`src/design/yaz0_pkg.sv`:
```
// Shared types and constants for the Yaz0 decompressor.
package yaz0_pkg;

  localparam int unsigned WindowBytes    = 4096;
  localparam int unsigned BytesPerResult = 8;
  localparam int unsigned HeaderLen      = 16;

  localparam logic [2:0] StOk       = 3'd0;
  localparam logic [2:0] StTooSmall = 3'd1;
  localparam logic [2:0] StBadMagic = 3'd2;
  localparam logic [2:0] StCapShort = 3'd3;
  localparam logic [2:0] StBadRef   = 3'd4;

  localparam logic [7:0] MagicY  = 8'h59;
  localparam logic [7:0] MagicA  = 8'h61;
  localparam logic [7:0] MagicZ  = 8'h7a;
  localparam logic [7:0] Magic0  = 8'h30;

  typedef enum logic [1:0] {
    ST_IDLE,
    ST_COPY,
    ST_FLUSH,
    ST_EMIT
  } state_t;

  // Commands from the controller to the datapath.
  typedef struct packed {
    logic take;      // consume the input word (header/token decode)
    logic copy_step; // move one byte of the active copy
    logic emit;      // push the packed result to the output register
  } cmd_t;

  // Status from the datapath to the controller.
  typedef struct packed {
    logic copy_busy; // copy bytes remain
    logic pack_full; // pack buffer holds a full word
    logic pack_any;  // pack buffer holds bytes
    logic fin;       // stream finished
    logic out_free;  // output register can take a word
  } stat_t;

endpackage

```
`src/design/yaz0_ctrl.sv`:
```
// Controller: sequences word intake, copy steps and result emission.
module yaz0_ctrl (
  input  logic            clk,
  input  logic            rst,
  input  logic            in_valid,
  output logic            in_ready,
  input  yaz0_pkg::stat_t stat,
  output yaz0_pkg::cmd_t  cmd
);
  yaz0_pkg::state_t state, state_next;

  always_ff @(posedge clk) begin
    if (rst) begin
      state <= yaz0_pkg::ST_IDLE;
    end else begin
      state <= state_next;
    end
  end

  // Next state
  always_comb begin
    state_next = state;
    unique case (state)
      yaz0_pkg::ST_IDLE:  if (in_valid) state_next = yaz0_pkg::ST_COPY;
      yaz0_pkg::ST_COPY:  if (!stat.copy_busy || stat.pack_full) state_next = yaz0_pkg::ST_FLUSH;
      yaz0_pkg::ST_FLUSH: if (stat.out_free) state_next = stat.copy_busy ? yaz0_pkg::ST_COPY
                                                          : yaz0_pkg::ST_IDLE;
      default:            state_next = yaz0_pkg::ST_IDLE;
    endcase
  end

  // Outputs
  always_comb begin
    cmd = '0;
    in_ready = 1'b0;
    unique case (state)
      yaz0_pkg::ST_IDLE: begin
        in_ready = 1'b1;
        cmd.take = in_valid;
      end
      yaz0_pkg::ST_COPY: cmd.copy_step = 1'b1;
      yaz0_pkg::ST_FLUSH: begin
        cmd.copy_step = 1'b0;
        cmd.emit = stat.out_free && (stat.pack_any || (!stat.copy_busy && stat.fin));
      end
      default: cmd = '0;
    endcase
  end
endmodule

```
`config.mk`:
```
export PLATFORM = sky130hd
export DESIGN_NAME = yaz0_ctrl
export DESIGN_NICKNAME = d
export VERILOG_FILES = /design/src/design/yaz0_pkg.sv /design/src/design/yaz0_ctrl.sv
export SDC_FILE = /design/constraint.sdc
export NUM_CORES = 1
export LEC_CHECK = 0
export BUFFER_PORTS_ARGS = -buffer_cell sky130_fd_sc_hd__buf_2
export CAP_MARGIN = 5
export CORE_AREA = 5 5 42 44
export DETAILED_ROUTE_END_ITERATION = 10
export DIE_AREA = 0 0 47 49
export GPL_ROUTABILITY_DRIVEN = 0
export PLACE_DENSITY = 0.3
export SLEW_MARGIN = 20
export SYNTH_ARGS = -nofsm -noshare
export SYNTH_HDL_FRONTEND = slang
export SYNTH_SLANG_ARGS = --single-unit
```
`constraint.sdc`:
```
create_clock -name clk -period 1 [get_ports clk]
set_input_delay 0.2 -clock clk [delete_from_list [all_inputs] [get_ports clk]]
set_output_delay 0.2 -clock clk [all_outputs]
set_load 0.02 [all_outputs]
```
== Word level (Yosys, flattened, before mapping) ==
Index checks and enable logic that the tools add are counted.
Word-level totals
  bits in registers: 2
  output and inout port bits: 4
Operators by class
  equal/unequal tests: 5
  muxes and demuxes: 9
  reduce and logical (&&, ||, !) cells: 7
Operators with widths (number)
  2-bit 2-to-1 mux: 3
  2-bit inequality test, second input constant: 3
  2-bit one-hot mux with 3 select lines: 1
  1-bit 2-to-1 mux: 5
  3-bit AND reduction: 1
  2-bit by 1-bit equality test with 1-bit output, second input constant: 1
  2-bit equality test, second input constant: 1
  1-bit logical AND: 2
  2-bit logical NOT: 1
  1-bit logical OR: 2
  1-bit logical NOT: 1

== Logic depth before layout (Yosys ltp) ==
  depth after elaboration: 5
  depth in mapped cells: 3
  gate-level depth less buffers: 3

== Worst setup path after synthesis ==
Ideal clock, no wire load.
  path type: reg-to-output
  from: reg state[0]
  to: out cmd[2] (netlist bit)
  arrival time: 0.923 ns
  required time: 0.800 ns
  slack: -0.123 ns
  stages on the path, launching flop included: 4
  path buffers: 0
  cell sequence: dfxtp_1 nor2_1 nand2_1 inv_1
RTL lines
  start: declaration: line yaz0_ctrl.sv:10  | yaz0_pkg::state_t state, state_next;
  start signal: assignment: line yaz0_ctrl.sv:14  | state <= yaz0_pkg::ST_IDLE;
  start signal: assignment: line yaz0_ctrl.sv:16  | state <= state_next;
  end: declaration: line yaz0_ctrl.sv:8  | output yaz0_pkg::cmd_t cmd

==> summary.md <==
| Metric | Value |
|---|---|
| Final setup margin | `-0.1416 ns` |
| Nets | `41` |
| Wire length per cell | `9.128 um` |
| Crit share post-route | `114.2%` |
| Initial antenna violation count | `0` |
| Vias in the first global route | `187` |
| Net count after synthesis | `25` |
| FF/Latch Area | `45.04 sq um` |
| I/O pin cnt | `12` |
| Synth Warn # | `0` |
| Seq cells post-synth | `2` |
| CTS clock-pin slew for the worst setup and hold paths | `0.03 ns` |
| Worst EP arrival | `0.94 ns` |
| Hold Crit Class | `primary input to flop` |
| Synthesized cell area | `126.4 sq um` |
| Post-Syn Area per Cell | `7.434 sq um` |
| Cell Rows | `14` |
| Max FO, Critical Path | `4` |
| Largest family of logic cells by synthesized area | `simple AND/OR/NAND/NOR gates` |
| Syn Inst Count | `17` |
| CTS sink cnt | `2` |
| Biggest regs | `state (2)` |
| Die height | `49 um` |
| Via density | `3.660` |
| Compound-Gate Fraction of Synth Area | `16.83%` |
| ANT nets after route | `0` |
| Drt initial violations | `4` |
| Non-filler cells, final | `47` |
| CP endpoint kind | `output pin` |
| Final Skew | `0.001904 ns` |
| Drt total wl | `429 um` |
| Layout fillers | `169` |
| Pre-antenna DRT Iters | `4` |
| Slew of the pin with the lowest slew margin | `0.1658 ns` |
| Starting Density | `9.018%` |
| Synth Area in Simple Gates | `39.60%` |
| Final hold slack | `0.1410 ns` |
| Crit Path Category | `flop to output pin` |
| Slew Limit Headroom | `88.83%` |
| Most common cell after layout, fill and taps aside | `buf_2` |
| CTS buffer count | `3` |
| Leakage | `0.1231 nW` |
| Hold buffers post-CTS | `0` |
| Register area share after synthesis | `31.68%` |
| Min Clock Period, post-route | `1.142 ns` |
| Failing checks | `negative setup slack` |
| Total number of vias | `172` |
| ANT cells | `0` |
| Commonest non-fill, non-tap cells in the layout | `buf_2 (7), clkbuf_4 (3), buf_6 (3)` |
| CP Cell Sequence | `and2b_2 -> buf_6` |
| IO buf count | `11` |
| Die ar. | `2303 sq um` |
| H-tree depth | `1` |
| Status | `complete, but fails checks` |
| Layout cell share with drive strength beyond 1 | `70.97%` |
| Root Driver | `clkbuf_4` |
| PD cells | `1381 nW/um^2` |
| Max-slew violations | `0` |
| Footprint of the multi-input gates | `86.33 sq um` |
| Critical Path Source Type | `flop` |
| Core ar. | `1401 sq um` |
| Number of flip-flops in the largest register | `2` |
| Adder-Cell Fraction of Synth Area | `0%` |
| Worst EP required | `0.80 ns` |
| Unrepaired setup endpoints after global routing | `true` |
| Slowest library cell on the worst path | `dfxtp_4` |
| Width of the die | `47 um` |
| Count of final setup violators | `5` |
| Mux cell area share after synthesis | `0%` |
| Post-synth cell types | `13` |
| Max Cap Viol | `0` |
| Clock Latency Late Sink | `0.22 ns` |
| CP peak stage delay | `0.35 ns` |
| Yosys top cell area share | `31.68%` |
| First-pass GRT wire length | `703 um` |
| Biggest register | `state` |
| Placement Cell Area | `201.4 sq um` |
| Largest net degree at the start of global routing | `6` |
| Peak supply drop | `495.0 uV` |
| Drt drc | `0` |
| Final Instance Area | `265.3 sq um` |
| Tot Pwr | `0.3663 mW` |
| CTS tree | `built` |
| Area Growth Syn to Fin | `109.9%` |
| Area contributors post-synth | `dfxtp_1 (32%), a21oi_1 (7.9%), and2b_2 (6.9%), nand4b_1 (6.9%), or3b_1 (6.9%)` |
| DP Cell Count | `43` |
| Grt ovf | `0` |
| CTS max path bufs | `2` |
| Fin. Hold Viols | `0` |
| Post-synthesis xor/xnor area fraction | `0%` |
| Synth area leader | `dfxtp_1` |
| Max Fclk | `0.8759 GHz` |
| GRT Util Overall | `4.498%` |
==> final timing paths <==
check | cells after the start | end | start | slack [ns]
worst min-delay path | 2 | state[1] | rst | 0.14
worst max-delay path | 2 | cmd[1] | state[1] | -0.14
worst min register to register | 3 | state[0] | state[1] | 0.57
worst max register to register | 3 | state[1] | state[1] | 0
==> metal layers <==
layer | global-route usage [%] | routed length (um)
met4 | 5.530 | 0
met5 | 0 | 0
met3 | 2.214 | 66
met1 | 6.550 | 214
met2 | 3.620 | 149
==> worst max-delay path: cells and delay by family, from the launching register on <==
kind                   cells  cell delay (ns)
flip-flops                 1             0.35
AND/OR/NAND/NOR            1             0.24
buffers and inverters      1             0.13
==> Yosys cell counts (all sizes together) <==
library cell and number:
nor3 1, dfxtp 2, buf 1, and2b 1, nand4b 1, o21ai 1
or3b 1, a21oi 2, nand2 2, inv 2, nor2 1, a31oi 1
nand3b 1
==> metrics by stage <==
step / setup WS [ns] / TNS [ns] / utilization (%)
floorplan: -0.02215 / -0.02215 / -
global placement: 0.02689 / 0 / 14.37
detailed placement: 0.01810 / 0 / 14.37
CTS: -0.1485 / -0.4531 / 17.77
global route: -0.1854 / -0.6276 / 18.93
finish: -0.1416 / -0.3745 / 18.93
==> report_power, final <==
group          internal, mW  switching, mW  total [mW]
clock network         0.132         0.0411       0.173
registers            0.0862        0.00899      0.0952
logic                0.0513         0.0468      0.0980
total                 0.269         0.0969       0.366
==> cell type report <==
| class | instances | share of cell area [%] |
|---|---|---|
| Inverter | 2 | 2.830 |
| Multi-Input combinational cell | 12 | 32.55 |
| Timing Repair Buffer | 12 | 31.60 |
| Clock buffer | 3 | 8.491 |
| Sequential cell | 2 | 16.98 |
| Tap cell | 16 | 7.547 |
==> cell families after synthesis <==
kind of cell	after synthesis
buf+inv	3
compound gates	4
simple gates	8
flops	2
==> timing repair <==
action                                  CTS  global route
setup buffers                             1             0
resized for setup                         7             6
pin swaps                                 0             2
endpoints found under the setup margin    4             5
Note: power is estimated with default switching activity, not from simulation.
